File: config.mk
export PLATFORM = sky130hd
export DESIGN_NAME = bcp_cordic
export DESIGN_NICKNAME = d
export VERILOG_FILES = /design/src/design/bcp_pkg.sv /design/src/design/bcp_cordic.sv
export SDC_FILE = /design/constraint.sdc
export NUM_CORES = 2
export LEC_CHECK = 0
export ABC_CLOCK_PERIOD_IN_PS = 6100
export BUFFER_PORTS_ARGS = -buffer_cell sky130_fd_sc_hd__buf_2
export CAP_MARGIN = 20
export CORE_ASPECT_RATIO = 2
export CORE_MARGIN = 10
export CORE_UTILIZATION = 56
export CTS_BUF_LIST = sky130_fd_sc_hd__clkbuf_16
export DETAILED_ROUTE_END_ITERATION = 10
export PLACE_DENSITY = 0.72
export SLEW_MARGIN = 20
export SYNTH_ARGS = -nofsm -noshare
export SYNTH_HDL_FRONTEND = slang
export SYNTH_SLANG_ARGS = --single-unit
File: constraint.sdc
create_clock -name clk -period 6.1 [get_ports clk]
set_input_delay 0 -clock clk [delete_from_list [all_inputs] [get_ports clk]]
set_output_delay 0 -clock clk [all_outputs]
set_load 0.1 [all_outputs]
File: src/design/bcp_pkg.sv
`default_nettype none
package bcp_pkg;

	localparam int COORD_BITS_DEF = 10;
	localparam int POS_K = 928;
	localparam int CORDIC_STEPS = 15;
	localparam int QUOT_BITS = 18;
	localparam int OUT_BITS = 16;
	localparam int N_PAIRS = 6;

	localparam logic CFG_CAL_X = 1'b0;
	localparam logic CFG_CAL_Y = 1'b1;

	typedef logic [2:0] pair_idx_t;
	typedef logic [1:0] blob_idx_t;

	// first end of each blob pair, in the order 01,02,03,12,13,23
	function automatic blob_idx_t pair_lo(input pair_idx_t i);
		blob_idx_t r;
		case (i)
			3'd0, 3'd1, 3'd2: r = 2'd0;
			3'd3, 3'd4:       r = 2'd1;
			default:          r = 2'd2;
		endcase
		return r;
	endfunction

	function automatic blob_idx_t pair_hi(input pair_idx_t i);
		blob_idx_t r;
		case (i)
			3'd0:       r = 2'd1;
			3'd1, 3'd3: r = 2'd2;
			default:    r = 2'd3;
		endcase
		return r;
	endfunction

	// rounded arctangent of 2^-i, units of pi/32768
	function automatic logic [15:0] atan_val(input int i);
		logic [15:0] r;
		case (i)
			0:       r = 16'd8192;
			1:       r = 16'd4836;
			2:       r = 16'd2555;
			3:       r = 16'd1297;
			4:       r = 16'd651;
			5:       r = 16'd326;
			6:       r = 16'd163;
			7:       r = 16'd81;
			8:       r = 16'd41;
			9:       r = 16'd20;
			10:      r = 16'd10;
			11:      r = 16'd5;
			12:      r = 16'd3;
			13:      r = 16'd1;
			14:      r = 16'd1;
			default: r = 16'd0;
		endcase
		return r;
	endfunction

endpackage
`default_nettype wire

File: src/design/bcp_cordic.sv
`default_nettype none
module bcp_cordic #(
	parameter int COORD_BITS = bcp_pkg::COORD_BITS_DEF
) (
	input  wire logic                      clk,
	input  wire logic                      en,
	input  wire logic signed [COORD_BITS:0] dx,
	input  wire logic signed [COORD_BITS:0] dy,
	output logic [15:0]                    angle
);
	import bcp_pkg::*;

	localparam int CW = COORD_BITS + 20;

	logic signed [CW-1:0] x_s [CORDIC_STEPS+1];
	logic signed [CW-1:0] y_s [CORDIC_STEPS+1];
	logic [15:0] z_s [CORDIC_STEPS+1];

	logic signed [CW-1:0] x0, y0;

	assign x0 = CW'(dx) <<< 16;
	assign y0 = CW'(dy) <<< 16;

	// fold the left half plane over first
	always_ff @(posedge clk) begin
		if (en) begin
			if (x0 < 0) begin
				x_s[0] <= -x0;
				y_s[0] <= -y0;
				z_s[0] <= 16'h8000;
			end else begin
				x_s[0] <= x0;
				y_s[0] <= y0;
				z_s[0] <= '0;
			end
		end
	end

	for (genvar i = 0; i < CORDIC_STEPS; i++) begin : g_step
		always_ff @(posedge clk) begin
			if (en) begin
				if (y_s[i] > 0) begin
					x_s[i+1] <= x_s[i] + (y_s[i] >>> i);
					y_s[i+1] <= y_s[i] - (x_s[i] >>> i);
					z_s[i+1] <= z_s[i] + atan_val(i);
				end else begin
					x_s[i+1] <= x_s[i] - (y_s[i] >>> i);
					y_s[i+1] <= y_s[i] + (x_s[i] >>> i);
					z_s[i+1] <= z_s[i] - atan_val(i);
				end
			end
		end
	end

	assign angle = z_s[CORDIC_STEPS];

endmodule
`default_nettype wire

==> flow_metrics.tcl <==
set metrics [dict create \
    grt_pass1_wl_um 391000 \
    finalCritPeriodShare 0.979 \
    start_kind "flip-flop" \
    worst_slew_pin_slew_ns 1.10 \
    yosys.area.top_type_share 0.355 \
    syn_area_mm2 0.0758 \
    path_clk_slew_ns 0.07 \
    rows 190 \
    cp_slowest_cell "edfxtp_1" \
    firstDrtPassIters 6 \
    h-tree-depth 3 \
    drt_iter0_drc 3490 \
    rsz0062_at_grt "false" \
    synth.cells.most_frequent "edfxtp_1, ha_1, xnor2_1" \
    remaining_drc_errors 0 \
    cp-end-kind "flip-flop" \
    synth-seq-cells 897 \
    wl_per_cell_um 25.6 \
    slew-limit-headroom 0.258 \
    die_x_um 280 \
    dpl.hpwl_um 213000 \
    synthAdderAreaFrac 0.150 \
    syn_inst 7974 \
    synth-edff-count 897 \
    grt_max_degree 175 \
    portBuffers 38 \
    drv_slew 0 \
    gr-total-overflow 0 \
    start_util 0.564 \
    clock-skew-final_ns 0.0302 \
    grt_pass1_vias 66875 \
    drt.antenna.violating_nets 0 \
    ys_types 96 \
    crit_fanout 12 \
    synth-simple-area-share 0.140 \
    grt_use_total 0.346 \
    synthXorXnorAreaFrac 0.130 \
    setup_viol 0 \
    worstSkewPairLatency_ns 0.75 \
    cts_buffers 90 \
    antenna_found_initial 5 \
    place_ws_ns 0.0451 \
    synthFlopType "edfxtp_1" \
    cts_tree "built" \
    core_area_mm2 0.134 \
    synthTopCellsByArea "edfxtp_1, ha_1, xnor2_1" \
    synth_mux_area_frac 0.00837 \
    num_vias 64185 \
    hold_viol 0 \
    async_flop_share 0 \
    synth_top_area_cell "edfxtp_1" \
    layout_min_cycle_time_ns 5.97 \
    die_height_um 540 \
    synth_top_family_by_area "compound AO/OA/AOI/OAI gates" \
    areaGrowthSynthToFinish_pct 12.6 \
    ios 40 \
    final.setup.tns_ns 0 \
    routed_wl_um 264000 \
    gp_congestion 1.17 \
    design.die.area_mm2 0.151 \
    clockBufferDepth 3 \
    vias_per_cell 6.22 \
    syn-num-nets 8885 \
    cts_num_sinks 897 \
    synth_most_common_cell "edfxtp_1" \
    fmax_mhz 167 \
    drive_above_1_share 0.0995 \
    cp.arrival_ns 6.51 \
    clockRootBuffer "clkbuf_16" \
    max_stage_delay_ns 0.59 \
    synth-compound-area-share 0.186 \
    seq_area_frac_synth 0.355 \
    maxCapViolCount 0 \
    path_cells "nor4_1 -> nand3_1 -> nor2_1 -> o21ai_2 -> buf_12 -> nand2_1 -> xnor2_1 -> ha_1 -> nor3_1 -> o21a_1 -> o31a_1 -> buf_12 -> o211ai_1 -> a31oi_1 -> o21ai_0 -> a2111oi_1 -> buf_4 -> o41ai_1 -> a21oi_1 -> xor2_1" \
    hp-class "in2reg" \
    syn_area_per_cell_um2 9.51 \
    status "finished, final reports clean" \
    cp_common_cell "buf_12" \
    required_ns 6.64 \
    ys_warn_count 0 \
    finalWorstSetupSlack_ns 0.127 \
    final_net_count 9426 \
    path_class "reg2reg" \
]
## state kept, by name, summed over array words and instances, names as in the netlist
name and count:
y_s 369, z_s 200, x_s 328
## cell families (layout without fill, tap and decap cells)
| family | count (synthesis) | after routing |
|---|---|---|
| AOI/OAI and AO/OA | 2185 | 2185 |
| DFF | 897 | 897 |
| adders and majority gates | 887 | 887 |
| buffers and inverters | 611 | 1226 |
| and+or+nand+nor | 2209 | 2209 |
| other | 1 | 5 |
| xor gates and xnor gates | 1125 | 1125 |
| muxes | 59 | 59 |
## what timing repair did
action	in CTS	in global routing
setup endpoints to repair	0	49
endpoints found under the hold margin	144	0
hold buffers	42	0
setup buffers	0	1
resized for setup	0	17
## area by class of cell
cell class | instances | area (um^2)
Fill cell | 11076 | 48900
Multi-Input combinational cell | 6466 | 46600
Sequential cell | 897 | 26900
Timing Repair Buffer | 602 | 4680
Clock buffer | 90 | 2250
Tap cell | 1728 | 2160
Inverter | 458 | 1720
Clock inverter | 76 | 1010
Antenna cell | 4 | 10.0
## stage by stage
step | hold slack (ns) | instance area, um^2 | cells | utilization
after floorplan | 0.0989 | 75800 | 7974 | -
after global placement | 0.193 | 81600 | 10107 | 0.608
after detailed placement | 0.196 | 81600 | 10107 | 0.608
after CTS | 0.145 | 85300 | 10315 | 0.635
after global routing | 0.178 | 85400 | 10318 | 0.636
final | 0.157 | 85400 | 10321 | 0.636
## routing by layer
| metal | global-route usage | vias to the layer above | wire (um) |
|---|---|---|---|
| met3 | 0.0557 | 1298 | 9210 |
| met2 | 0.695 | 1990 | 150000 |
| met5 | 0 | - | 0 |
| met1 | 0.237 | 30487 | 68100 |
| li1 | - | 30410 | - |
| met4 | 0.404 | 0 | 37100 |
## path summary, 6_finish.rpt
path / start / end / slack [ns] / cells past startpoint
worst max register to register: y_s[6][9] / y_s[6][59] / 0.13 / 20
worst min-delay path: dy[10] / y_s[0][29] / 0.16 / 3
worst max-delay path: y_s[6][9] / y_s[6][59] / 0.13 / 20
worst min register to register: z_s[1][17] / z_s[1][33] / 0.43 / 0
## critical path, delay by kind of cell (launching register included)
family                     cells  cell delay (ns)
xor gates and xnor gates       2             0.72
and+or+nand+nor                5             1.48
buffers and inverters          3             0.52
adders and majority gates      1             0.39
DFF                            1             0.59
AOI/OAI and AO/OA              9             2.06
## cell usage in the layout, fill, tap and decap left out, drive strengths merged, types with 66 or more instances in the layout
cell	netlist	final
edfxtp	897	897
ha	855	855
xnor2	744	744
nor2	732	732
a21oi	606	606
buf	34	560
inv	455	478
o21ai	471	471
nand2	464	464
xor2	381	381
a21o	258	258
nor3	236	236
nand3	128	128
o21a	128	128
o31ai	115	115
nand2b	103	103
nor2b	102	102
o21bai	99	99
clkbuf	119	90
nor4	90	90
or3	79	79
a211oi	66	66
Power is left out: the tool's default activity adds up to more than one toggle a clock period on the data nets, which glitch-free logic cannot reach.
