`config.mk`:
```
export PLATFORM = sky130hd
export DESIGN_NAME = bcp_div
export DESIGN_NICKNAME = d
export VERILOG_FILES = /design/src/design/bcp_pkg.sv /design/src/design/bcp_div.sv
export SDC_FILE = /design/constraint.sdc
export NUM_CORES = 2
export LEC_CHECK = 0
export ABC_CLOCK_PERIOD_IN_PS = 4200
export BUFFER_PORTS_ARGS = -buffer_cell sky130_fd_sc_hd__buf_2
export CORE_UTILIZATION = 50
export CTS_BUF_LIST = sky130_fd_sc_hd__clkbuf_8
export CTS_CLUSTER_SIZE = 30
export DETAILED_ROUTE_END_ITERATION = 16
export HOLD_SLACK_MARGIN = 0.15
export PLACE_DENSITY_LB_ADDON = 0.1
export SLEW_MARGIN = 15
export SYNTH_ARGS = -nofsm -noshare
export SYNTH_HDL_FRONTEND = slang
export SYNTH_SLANG_ARGS = --single-unit
```
`constraint.sdc`:
```
create_clock -name clk -period 4.2 [get_ports clk]
set_input_delay 0.84 -clock clk [delete_from_list [all_inputs] [get_ports clk]]
set_output_delay 0.84 -clock clk [all_outputs]
set_load 0.005 [all_outputs]
```
`src/design/bcp_pkg.sv`:
```
`default_nettype none
package bcp_pkg;

	localparam int COORD_BITS_DEF = 10;
	localparam int POS_K = 928;
	localparam int CORDIC_STEPS = 15;
	localparam int QUOT_BITS = 18;
	localparam int OUT_BITS = 16;
	localparam int N_PAIRS = 6;

	localparam logic CFG_CAL_X = 1'b0;
	localparam logic CFG_CAL_Y = 1'b1;

	typedef logic [2:0] pair_idx_t;
	typedef logic [1:0] blob_idx_t;

	// first end of each blob pair, in the order 01,02,03,12,13,23
	function automatic blob_idx_t pair_lo(input pair_idx_t i);
		blob_idx_t r;
		case (i)
			3'd0, 3'd1, 3'd2: r = 2'd0;
			3'd3, 3'd4:       r = 2'd1;
			default:          r = 2'd2;
		endcase
		return r;
	endfunction

	function automatic blob_idx_t pair_hi(input pair_idx_t i);
		blob_idx_t r;
		case (i)
			3'd0:       r = 2'd1;
			3'd1, 3'd3: r = 2'd2;
			default:    r = 2'd3;
		endcase
		return r;
	endfunction

	// rounded arctangent of 2^-i, units of pi/32768
	function automatic logic [15:0] atan_val(input int i);
		logic [15:0] r;
		case (i)
			0:       r = 16'd8192;
			1:       r = 16'd4836;
			2:       r = 16'd2555;
			3:       r = 16'd1297;
			4:       r = 16'd651;
			5:       r = 16'd326;
			6:       r = 16'd163;
			7:       r = 16'd81;
			8:       r = 16'd41;
			9:       r = 16'd20;
			10:      r = 16'd10;
			11:      r = 16'd5;
			12:      r = 16'd3;
			13:      r = 16'd1;
			14:      r = 16'd1;
			default: r = 16'd0;
		endcase
		return r;
	endfunction

endpackage
`default_nettype wire

```
`src/design/bcp_div.sv`:
```
`default_nettype none
module bcp_div #(
	parameter int AW = 36,
	parameter int BW = 22,
	parameter int QB = bcp_pkg::QUOT_BITS
) (
	input  wire logic          clk,
	input  wire logic          en,
	input  wire logic [AW-1:0] num,
	input  wire logic [BW-1:0] den,
	output logic [QB-1:0]      quot,
	output logic               ovf
);
	localparam int RW = (AW > BW + QB) ? AW : BW + QB;

	logic [RW-1:0] r_s [QB+1];
	logic [BW-1:0] b_s [QB+1];
	logic [QB-1:0] q_s [QB+1];
	logic          o_s [QB+1];

	assign r_s[0] = RW'(num);
	assign b_s[0] = den;
	assign q_s[0] = '0;
	assign o_s[0] = (RW'(num) >= (RW'(den) << QB));

	// one quotient bit per stage, top bit first
	for (genvar k = 0; k < QB; k++) begin : g_bit
		logic [RW-1:0] sh;
		assign sh = RW'(b_s[k]) << (QB - 1 - k);
		always_ff @(posedge clk) begin
			if (en) begin
				b_s[k+1] <= b_s[k];
				o_s[k+1] <= o_s[k];
				if (r_s[k] >= sh) begin
					r_s[k+1] <= r_s[k] - sh;
					q_s[k+1] <= q_s[k] | (QB'(1) << (QB - 1 - k));
				end else begin
					r_s[k+1] <= r_s[k];
					q_s[k+1] <= q_s[k];
				end
			end
		end
	end

	assign quot = q_s[QB];
	assign ovf = o_s[QB];

endmodule
`default_nettype wire
```
==> flow_summary_export.csv <==
group,metric,value,unit
run_status,status,"completed",
setup_path,r2r_slack,0.27,ns
synth,async_reset_ff_share,0,%
sta,relSlewSlack,40.9,%
sta,finalSetupTns,0,ns
detailed_routing,drc,0,
detailed_routing,wire_per_inst,19.1,microns
placement,gp_congestion,0.960,
hold_path,hold_depth,2,
sta,fmax,0.254,GHz
global_routing,grt_use_total,22.7,%
power,p_leak,28.7,nW
floorplan,die_h,365,microns
sta,hold_viol_final,0,
floorplan,start_util,50.6,%
clock_network,cts_buffer_depth,3,
detailed_routing,routed_wl,151,mm
synth,synth_seq_area_share,56.7,%
setup_path,reg2reg_depth,11,
global_routing,grt_first_pass_wirelength,235,mm
synth,syn_area,65800,sq um
synth,synth.top_cell.area_share,56.7,%
synth,yosysTopAreaCell,"edfxtp_1",
synth,synth_ff_type,"edfxtp_1",
finish,drive_gt1_share,9.68,%
clock_network,numCtsBuffers,204,
clock_network,clkTransAtPathRegs,0.06,ns
setup_path,worstSetupPathType,"register to register",
synth,synth_area_leaders,"edfxtp_1, ha_1, o21ai_0",
floorplan,die-area,133000,sq um
global_routing,grt_pass1_vias,43103,
synth,avgSynthCellArea,11.5,sq um
sta,rsz0062_at_grt,"false",
global_routing,grt_antenna_before_repair,3,
setup_path,arrival,4.61,ns
detailed_routing,vias,44348,
floorplan,die_x,365,microns
sta,period_needed,3.93,ns
synth,synth_warnings,0,
sta,period_share,93.7,%
finish,area_growth,11.8,%
placement,dpl_cell_area,69000,sq um
global_routing,grt_overflow,0,
clock_network,clock_sinks,1243,
synth,synthDistinctLibCells,78,
floorplan,rows,132,
placement,io_buffers,78,
global_routing,grt_start_max_net_pins,106,
synth,synthTopCellsByCount,"edfxtp_1, inv_1, nand2_1, ha_1, o21ai_0",
sta,finClkSkew,0.0713,ns
detailed_routing,vias_per_cell,5.59,
detailed_routing,initialDrtViolationCount,3516,
setup_path,required,4.87,ns
synth,syn_nets,6188,
floorplan,io_pins,79,
hold_path,worstHoldPathType,"input port to register",
setup_path,crit_path_start_kind,"register",
hold_path,holdPathEnd,"r_s[704]$_DFFE_PP_",
run,cap_violations,0,
power,power.density,619,nW/um^2
synth,synthCells,5700,
setup_path,reg2reg_to,"r_s[422]$_DFFE_PP_",
finish,nets,6517,
finish,design_area,73600,sq um
synth,ys_seq_elements,1243,
sta,max_slew.worst_pin.slew,0.865,ns
clock_network,cts_tree,"built",
hold_path,min_from,"num[24]",
detailed_routing,drtAntennaViolNets,0,
synth,synth.most_common_cell,"edfxtp_1",
power,power.total,45.5,mW
placement,dpl.hpwl,114,mm
clock_network,cts_root_buffer,"clkbuf_8",
clock_network,htree_levels,4,
detailed_routing,drtPass1Iterations,6,
sta,finalSetupViolCount,0,
floorplan,core_area,130000,sq um
sta,slew_viol_final,0,
power,irDropWorstVdd,0.325,mV
setup_path,crit_path_end_kind,"register",
setup_path,reg2reg_from,"b_s[242]$_DFFE_PP_",
clock_network,clk_latency,0.97,ns
synth,synth_edf_count,1243,
setup_path,critPathMaxFanout,26,
==> kinds of logic after synthesis <==
group,share of synthesized area (%)
XOR/XNOR,5.63
buffers and inverters,3.81
AND/OR/NAND/NOR,10.9
multiplexers,1.45
flip-flops,56.7
AO/OA/AOI/OAI,13.2
adder cells (fa/ha/maj),8.33
==> per-layer routing <==
| metal | GRT usage (%) | up-vias | part of all wire, % |
|---|---|---|---|
| met5 | 0 | - | 0 |
| met4 | 7.32 | 0 | 2.6 |
| met3 | 3.14 | 268 | 4.4 |
| met2 | 37.6 | 1091 | 47 |
| met1 | 30.8 | 21266 | 46 |
| li1 | - | 21723 | - |
==> state kept, by name (all words and copies together) (netlist names) <==
| register | count |
|---|---|
| o_s | 17 |
| ovf | 1 |
| quot | 18 |
| r_s | 680 |
| q_s | 153 |
| b_s | 374 |
==> through the flow <==
stage                     utilization (%)  hold WS (ns)  instances  setup WS (ns)
final                                56.6         0.274       7932          0.266
after global routing                 56.6         0.198       7932         0.0173
after CTS                            56.6         0.151       7931          0.187
after detailed placement             53.1         0.405       7512          0.226
after global placement               53.1         0.401       7512          0.384
after floorplan                         -         0.400       5700          0.853
==> power by group <==
part           internal [mW]  switching [mW]
Combinational           6.96            9.36
Sequential              17.2            1.74
Clock                   5.20            5.11
==> cells in the final DEF (no fill, tap or decap), drive strengths merged, types with 51 or more instances in the layout <==
cell,n
a211oi,58
a21o,164
a21oi,394
buf,201
clkbuf,204
clkinv,86
dlygate4sd3,53
edfxtp,1243
ha,411
inv,577
mux2,75
nand2,475
nand2b,62
nand3,90
nand4,51
nor2,326
nor2b,55
nor3,124
nor4,75
o21a,74
o21ai,412
o31ai,51
xnor2,224
xor2,199
==> layout make-up <==
class                      instances  area (sq um)
inverter                         514          1930
clock buffer                     204          2810
fill                           11100         56400
multi-input combinational       3812         26000
antenna                            1          2.50
clock inverter                   162          1190
sequential                      1243         37300
timing repair buffer             254          2080
tap                             1742          2180
==> critical path, cell delays in order (launching register included) <==
cell and delay [ns]:
edfxtp_1 0.40, ha_1 0.24, fa_1 0.41, nor2b_1 0.19
o31ai_1 0.15, a2111oi_0 0.78, nor3_1 0.19, o31ai_1 0.42
nor2_1 0.10, nand2_1 0.10, buf_4 0.30, mux2_2 0.38
==> worst max path at each step <==
stage / depth (start not counted) / end / slack [ns] / from
after detailed placement: 12 / r_s[539]$_DFFE_PP_ / 0.23 / r_s[574]$_DFFE_PP_
after global routing: 11 / r_s[517]$_DFFE_PP_ / 0.02 / b_s[287]$_DFFE_PP_
after global placement: 13 / r_s[539]$_DFFE_PP_ / 0.38 / b_s[309]$_DFFE_PP_
after floorplan: 12 / r_s[711]$_DFFE_PP_ / 0.85 / den[7]
after CTS: 12 / r_s[539]$_DFFE_PP_ / 0.19 / r_s[574]$_DFFE_PP_
final: 11 / r_s[422]$_DFFE_PP_ / 0.27 / b_s[242]$_DFFE_PP_
==> what timing repair did <==
| action | 4_1_cts | 5_1_grt |
|---|---|---|
| gates resized for setup | 0 | 2 |
| hold buffers | 53 | 0 |
| buffers inserted | 0 | 0 |
| endpoints found under the hold margin | 55 | 0 |
| endpoints found under the setup margin | 0 | 9 |
Power figures use the tool's default switching activity.
