<file path="src/design/bcp_pkg.sv">
`default_nettype none
package bcp_pkg;

	localparam int COORD_BITS_DEF = 10;
	localparam int POS_K = 928;
	localparam int CORDIC_STEPS = 15;
	localparam int QUOT_BITS = 18;
	localparam int OUT_BITS = 16;
	localparam int N_PAIRS = 6;

	localparam logic CFG_CAL_X = 1'b0;
	localparam logic CFG_CAL_Y = 1'b1;

	typedef logic [2:0] pair_idx_t;
	typedef logic [1:0] blob_idx_t;

	// first end of each blob pair, in the order 01,02,03,12,13,23
	function automatic blob_idx_t pair_lo(input pair_idx_t i);
		blob_idx_t r;
		case (i)
			3'd0, 3'd1, 3'd2: r = 2'd0;
			3'd3, 3'd4:       r = 2'd1;
			default:          r = 2'd2;
		endcase
		return r;
	endfunction

	function automatic blob_idx_t pair_hi(input pair_idx_t i);
		blob_idx_t r;
		case (i)
			3'd0:       r = 2'd1;
			3'd1, 3'd3: r = 2'd2;
			default:    r = 2'd3;
		endcase
		return r;
	endfunction

	// rounded arctangent of 2^-i, units of pi/32768
	function automatic logic [15:0] atan_val(input int i);
		logic [15:0] r;
		case (i)
			0:       r = 16'd8192;
			1:       r = 16'd4836;
			2:       r = 16'd2555;
			3:       r = 16'd1297;
			4:       r = 16'd651;
			5:       r = 16'd326;
			6:       r = 16'd163;
			7:       r = 16'd81;
			8:       r = 16'd41;
			9:       r = 16'd20;
			10:      r = 16'd10;
			11:      r = 16'd5;
			12:      r = 16'd3;
			13:      r = 16'd1;
			14:      r = 16'd1;
			default: r = 16'd0;
		endcase
		return r;
	endfunction

endpackage
`default_nettype wire

</file>
<file path="src/design/bcp_geom.sv">
`default_nettype none
module bcp_geom #(
	parameter int COORD_BITS = bcp_pkg::COORD_BITS_DEF
) (
	input  wire logic                      clk,
	input  wire logic                      en,
	input  wire logic [8*COORD_BITS-1:0]   tdata,
	output logic                           ok_s3,
	output logic signed [COORD_BITS:0]     dx_s3,
	output logic signed [COORD_BITS:0]     dy_s3,
	output logic signed [COORD_BITS+1:0]   u_s3,
	output logic signed [COORD_BITS+1:0]   v_s3,
	output logic [2*COORD_BITS:0]          mx_s3
);
	import bcp_pkg::*;

	localparam int N = COORD_BITS;
	localparam int D2W = 2 * N + 1;
	localparam logic [N-1:0] MISSING = {N{1'b1}};
	localparam logic signed [N+1:0] CX2 = (N + 2)'((1 << N) - 1);
	localparam logic signed [N+1:0] CY2 = (N + 2)'(3 * (1 << (N - 2)) - 1);

	logic [N-1:0] px_in [4];
	logic [N-1:0] py_in [4];
	logic [D2W-1:0] d2_in [N_PAIRS];
	logic miss_in;

	logic [N-1:0] px_s1 [4];
	logic [N-1:0] py_s1 [4];
	logic [D2W-1:0] d2_s1 [N_PAIRS];
	logic miss_s1;

	logic [N-1:0] px_s2 [4];
	logic [N-1:0] py_s2 [4];
	logic [D2W-1:0] mx_s2;
	pair_idx_t imax_s2, imin_s2;
	logic miss_s2;

	logic [D2W-1:0] mx_c, mn_c;
	pair_idx_t imax_c, imin_c;

	logic ok_c;
	logic signed [N:0] dx_c, dy_c;
	logic signed [N+1:0] u_c, v_c;

	always_comb begin
		logic signed [N:0] ex, ey;
		logic signed [2*N+1:0] sq;
		miss_in = 1'b0;
		for (int i = 0; i < 4; i++) begin
			px_in[i] = tdata[2*i*N +: N];
			py_in[i] = tdata[(2*i+1)*N +: N];
			if (py_in[i] == MISSING)
				miss_in = 1'b1;
		end
		for (int p = 0; p < N_PAIRS; p++) begin
			ex = $signed({1'b0, px_in[pair_hi(3'(p))]}) - $signed({1'b0, px_in[pair_lo(3'(p))]});
			ey = $signed({1'b0, py_in[pair_hi(3'(p))]}) - $signed({1'b0, py_in[pair_lo(3'(p))]});
			sq = ex * ex + ey * ey;
			d2_in[p] = D2W'($unsigned(sq));
		end
	end

	always_ff @(posedge clk) begin
		if (en) begin
			px_s1 <= px_in;
			py_s1 <= py_in;
			d2_s1 <= d2_in;
			miss_s1 <= miss_in;
		end
	end

	// longest and shortest pair; later pair wins a tie
	always_comb begin
		mx_c = d2_s1[0];
		mn_c = d2_s1[0];
		imax_c = '0;
		imin_c = '0;
		for (int p = 0; p < N_PAIRS; p++) begin
			if (d2_s1[p] >= mx_c) begin
				mx_c = d2_s1[p];
				imax_c = 3'(p);
			end
			if (d2_s1[p] <= mn_c) begin
				mn_c = d2_s1[p];
				imin_c = 3'(p);
			end
		end
	end

	always_ff @(posedge clk) begin
		if (en) begin
			px_s2 <= px_s1;
			py_s2 <= py_s1;
			mx_s2 <= mx_c;
			imax_s2 <= imax_c;
			imin_s2 <= imin_c;
			miss_s2 <= miss_s1;
		end
	end

	always_comb begin
		blob_idx_t ends_max [2];
		blob_idx_t ends_min [2];
		blob_idx_t north, south;
		logic found;
		ends_max[0] = pair_lo(imax_s2);
		ends_max[1] = pair_hi(imax_s2);
		ends_min[0] = pair_lo(imin_s2);
		ends_min[1] = pair_hi(imin_s2);
		north = '0;
		found = 1'b0;
		for (int a = 0; a < 2; a++)
			for (int b = 0; b < 2; b++)
				if (ends_max[a] == ends_min[b]) begin
					north = ends_max[a];
					found = 1'b1;
				end
		south = (ends_max[0] == north) ? ends_max[1] : ends_max[0];
		ok_c = found && !miss_s2 && (mx_s2 != '0);
		dx_c = $signed({1'b0, px_s2[north]}) - $signed({1'b0, px_s2[south]});
		dy_c = $signed({1'b0, py_s2[north]}) - $signed({1'b0, py_s2[south]});
		u_c = CX2 - $signed({1'b0, px_s2[north], 1'b0});
		v_c = CY2 - $signed({1'b0, py_s2[north], 1'b0});
	end

	always_ff @(posedge clk) begin
		if (en) begin
			ok_s3 <= ok_c;
			dx_s3 <= dx_c;
			dy_s3 <= dy_c;
			u_s3 <= u_c;
			v_s3 <= v_c;
			mx_s3 <= mx_s2;
		end
	end

endmodule
`default_nettype wire

</file>
<file path="config.mk">
export PLATFORM = sky130hd
export DESIGN_NAME = bcp_geom
export DESIGN_NICKNAME = d
export VERILOG_FILES = /design/src/design/bcp_pkg.sv /design/src/design/bcp_geom.sv
export SDC_FILE = /design/constraint.sdc
export NUM_CORES = 2
export LEC_CHECK = 0
export ABC_CLOCK_PERIOD_IN_PS = 12100
export BUFFER_PORTS_ARGS = -buffer_cell sky130_fd_sc_hd__buf_4
export CAP_MARGIN = 10
export CORE_MARGIN = 4
export CORE_UTILIZATION = 46
export DETAILED_ROUTE_END_ITERATION = 10
export HOLD_SLACK_MARGIN = 0.03
export SETUP_SLACK_MARGIN = 0.3
export SLEW_MARGIN = 20
export SYNTH_ARGS = -nofsm -noshare
export SYNTH_HDL_FRONTEND = slang
export SYNTH_SLANG_ARGS = --single-unit
</file>
<file path="constraint.sdc">
create_clock -name clk -period 12.1 [get_ports clk]
set_clock_uncertainty 0.1 [all_clocks]
set_input_delay 2.42 -clock clk [delete_from_list [all_inputs] [get_ports clk]]
set_output_delay 2.42 -clock clk [all_outputs]
set_load 0.02 [all_outputs]
</file>
==> results.md <==
* Status: completed
* DR DRC count at 0
* First-pass GRT wire length at ~330 mm
* CP endpoint kind: flip-flop
* Core footprint at between 0.15 and 0.2 mm2
* CTS Buf Count at 48
* Number of synthesized flops with an enable pin at 380
* Port Buffers at around 150
* Crit path DAT at 11.59 ns
* Post-Syn Instances at between 7000 and 8000
* Initial antenna violation count at 8
* Post-Syn Area at roughly 0.073 mm2
* Area of the multi-input gates at between 0.05 and 0.06 mm2
* CTS tree: built
* Grt total ovfl at 0
* Largest net degree at the start of global routing at around 150
* Worst-path maximum fanout at 25
* I/O pin cnt at 150
* TNS Setup at 0 ns
* Layout cells sized above 1 at 0.0693
* Nets@finish at just under 10000
* Final setup viols at 0
* Synth cell types at 81
* DR WL/cell at 22.5 um
* Starting Density at 0.465
* Main synth FF type: edfxtp_1
* Drt total wl at 218 mm
* Hold Crit Start: px_s1[21]
* Worst EP required at roughly 12 ns
* Critical path's slowest cell: mux2i_1
* RSZ-0062 raised after global routing: false
* Worst hold-check path type: flip-flop to flip-flop
* GRT Util Overall at 0.269
* H-tree levels at 2
* Fill cells at 14300
* Die footprint at between 0.15 and 0.2 mm2
* GPL Wtd Cong at 0.942
* Rows at between 100 and 150
* Worst stage delay on the critical path at ~0.60 ns
* Seq/Total Area, Yosys at 0.156
* Largest delay share family, worst path: compound AO/OA/AOI/OAI gates
* Worst reg2reg startpoint: d2_s1[96]
* Async S/R FF share, synth at 0
* CP most frequent cell: a21oi_1
* Worst path bufs/invs at 5
* Reg area at about 0.011 mm2
* Synth-to-layout area growth at 8.72%
* Sink Count at 380
* Part of the cycle the worst path needs at 0.933
* Final hold violations at 0
* R2R Path End: imin_s2[1]
* CP Launch Type: flip-flop
* Count of maximum capacitance violations at 0
* Initial drt markers at around 3800
* Clk buf depth at 3
* Relative slew margins at 0.313
* Vias in the first global route at approximately 55000
* Clock-pin slew on the worst setup and hold paths at 0.06 ns
* DR vias at ~52000
* Mean Syn Cell Area at 9.96 um2
* Worst reg2reg path depth at 43
* TritonRoute pass-1 iters at 5
* Final Critical Period at about 11 ns
* R2R setup slack at about 0.81 ns
* Root Driver: clkbuf_16
* Setup Crit Path Kind: flip-flop to flip-flop
* Slew @ Worst Pin at about 1 ns
* Vias per cell at around 5.4
* Final slew viol count at 0
* Die H at ~400 um
* ANT nets after route at 0
* DP HPWL at between 150 and 200 mm
* Clk_lat worst skew at around 0.67 ns
* Worst hold endpoint: px_s2[21]
* Max frequency at roughly 0.089 GHz
* Hold Crit Depth at 0
* Flops & latches, synth at 380
* Horiz. Die Dim at 406 um
* YS warnings at 0
-- how the worst max path moves through the flow --
| stage | cells past startpoint | endpoint | slack, ns | startpoint |
|---|---|---|---|---|
| floorplan | 33 | d2_s1[83] | 1.60 | tdata[60] |
| global placement | 33 | d2_s1[61] | 0.70 | tdata[40] |
| detailed placement | 34 | d2_s1[61] | 0.58 | tdata[40] |
| CTS | 49 | mx_s2[15] | 0.80 | d2_s1[96] |
| global route | 49 | mx_s2[17] | 0.30 | d2_s1[96] |
| finish | 43 | imin_s2[1] | 0.81 | d2_s1[96] |
-- kinds of logic (layout without fill, tap and decap cells) --
family | Yosys count | count (layout) | share of synthesized area
flops | 380 | 380 | 0.156
simple gates | 1608 | 1608 | 0.0988
xor+xnor | 300 | 300 | 0.0360
fa+ha+maj | 2146 | 2146 | 0.508
buf+inv | 1909 | 2184 | 0.0994
compound gates | 802 | 802 | 0.0751
other cells | 1 | 9 | 0.0000514
mux | 184 | 184 | 0.0258
-- stage by stage --
| step | utilization | std cells | hold WS, ns | setup slack [ns] | area, um2 |
|---|---|---|---|---|---|
| 6_report | 0.506 | 9671 | 0.293 | 0.810 | 79400 |
| 5_1_grt | 0.506 | 9665 | 0.300 | 0.304 | 79300 |
| 4_1_cts | 0.505 | 9664 | 0.283 | 0.796 | 79300 |
| 3_5_place_dp | 0.495 | 9575 | 0.305 | 0.582 | 77700 |
| 3_3_place_gp | 0.495 | 9575 | 0.300 | 0.696 | 77700 |
| 2_1_floorplan | - | 7331 | 0.300 | 1.60 | 73000 |
-- sequential cells by signal, indices dropped and copies added (netlist names), 10 cells and up --
name	flops
d2_s1	126
px_s1	40
px_s2	40
py_s1	40
py_s2	40
mx_s2	21
mx_s3	21
dx_s3	11
dy_s3	11
v_s3	11
u_s3	10
-- Yosys cell counts (5+ instances only) --
| library cell | number | area [um2] |
|---|---|---|
| a211oi_1 | 20 | 150 |
| or2_2 | 20 | 125 |
| o21a_1 | 34 | 255 |
| a211oi_2 | 18 | 225 |
| buf_2 | 32 | 160 |
| and2_1 | 166 | 1040 |
| a211o_1 | 28 | 245 |
| nor3_1 | 70 | 350 |
| xnor2_1 | 230 | 2010 |
| nor4_1 | 11 | 68.8 |
| o21ai_1 | 9 | 45.0 |
| fa_1 | 1367 | 27400 |
| o2111ai_1 | 11 | 96.3 |
| xor2_1 | 70 | 613 |
| nand2_1 | 593 | 2230 |
| mux2i_1 | 157 | 1570 |
| o211ai_1 | 15 | 113 |
| o21bai_1 | 13 | 97.6 |
| nand4_1 | 38 | 238 |
| a221oi_1 | 29 | 254 |
| o311ai_1 | 9 | 78.8 |
| o21ai_0 | 115 | 576 |
| edfxtp_1 | 380 | 11400 |
| o221a_2 | 20 | 225 |
| nand2b_1 | 37 | 231 |
| clkinv_1 | 34 | 128 |
| inv_1 | 1727 | 6480 |
| o31ai_1 | 7 | 52.6 |
| and3_1 | 19 | 119 |
| or3_1 | 36 | 225 |
| o22ai_1 | 22 | 138 |
| nand3_1 | 46 | 230 |
| nor2b_1 | 49 | 307 |
| a31oi_1 | 14 | 87.6 |
| clkbuf_1 | 102 | 383 |
| a2111o_1 | 5 | 56.3 |
| a21boi_0 | 22 | 165 |
| and4_1 | 6 | 52.6 |
| a21o_1 | 129 | 968 |
| buf_4 | 7 | 52.6 |
| nor2_1 | 504 | 1890 |
| mux2_2 | 25 | 282 |
| ha_1 | 779 | 9750 |
| a21oi_1 | 235 | 1180 |
-- cell usage in the layout, fill, tap and decap left out, types with 25 or more instances in the layout --
| cell type | Yosys | layout |
|---|---|---|
| a21o_1 | 129 | 129 |
| mux2_2 | 25 | 25 |
| a21oi_1 | 235 | 233 |
| a221oi_1 | 29 | 29 |
| nor2_1 | 504 | 504 |
| nand2b_1 | 37 | 37 |
| fa_1 | 1367 | 1367 |
| xor2_1 | 70 | 70 |
| or3_1 | 36 | 36 |
| a211o_1 | 28 | 28 |
| nor3_1 | 70 | 70 |
| nand3_1 | 46 | 46 |
| nand2_1 | 593 | 593 |
| xnor2_1 | 230 | 229 |
| inv_1 | 1727 | 1727 |
| mux2i_1 | 157 | 155 |
| and2_1 | 166 | 166 |
| ha_1 | 779 | 779 |
| nor2b_1 | 49 | 49 |
| o21a_1 | 34 | 34 |
| buf_4 | 7 | 325 |
| nand4_1 | 38 | 38 |
| o21ai_0 | 115 | 113 |
| edfxtp_1 | 380 | 380 |
| clkinv_1 | 34 | 41 |
| clkbuf_16 | 0 | 48 |
-- cell type report --
type | count | share of cell area
Multi-Input combinational cell | 5042 | 0.687
Timing Repair Buffer | 334 | 0.0330
Tap cell | 2058 | 0.0324
Antenna cell | 7 | 0.000221
Inverter | 1761 | 0.0833
Clock buffer | 52 | 0.0153
Sequential cell | 380 | 0.144
Clock inverter | 37 | 0.00506
-- layer usage --
metal  part of all wire  wire (um)  GRT usage
met1               0.41      90200      0.369
met2               0.47     102000      0.437
met3              0.076      16500     0.0443
met4              0.040       8660     0.0889
met5           0.000060         13          0
-- what timing repair did --
item / 4_1_cts / 5_1_grt
hold endpoints to repair: 0 / 0
setup buffers: 0 / 0
endpoints found under the setup margin: 0 / 23
hold buffers: 0 / 0
resized for setup: 0 / 6
Power is not shown: default switching activity piles up to over one toggle a cycle in this logic, so the estimate is an artifact.
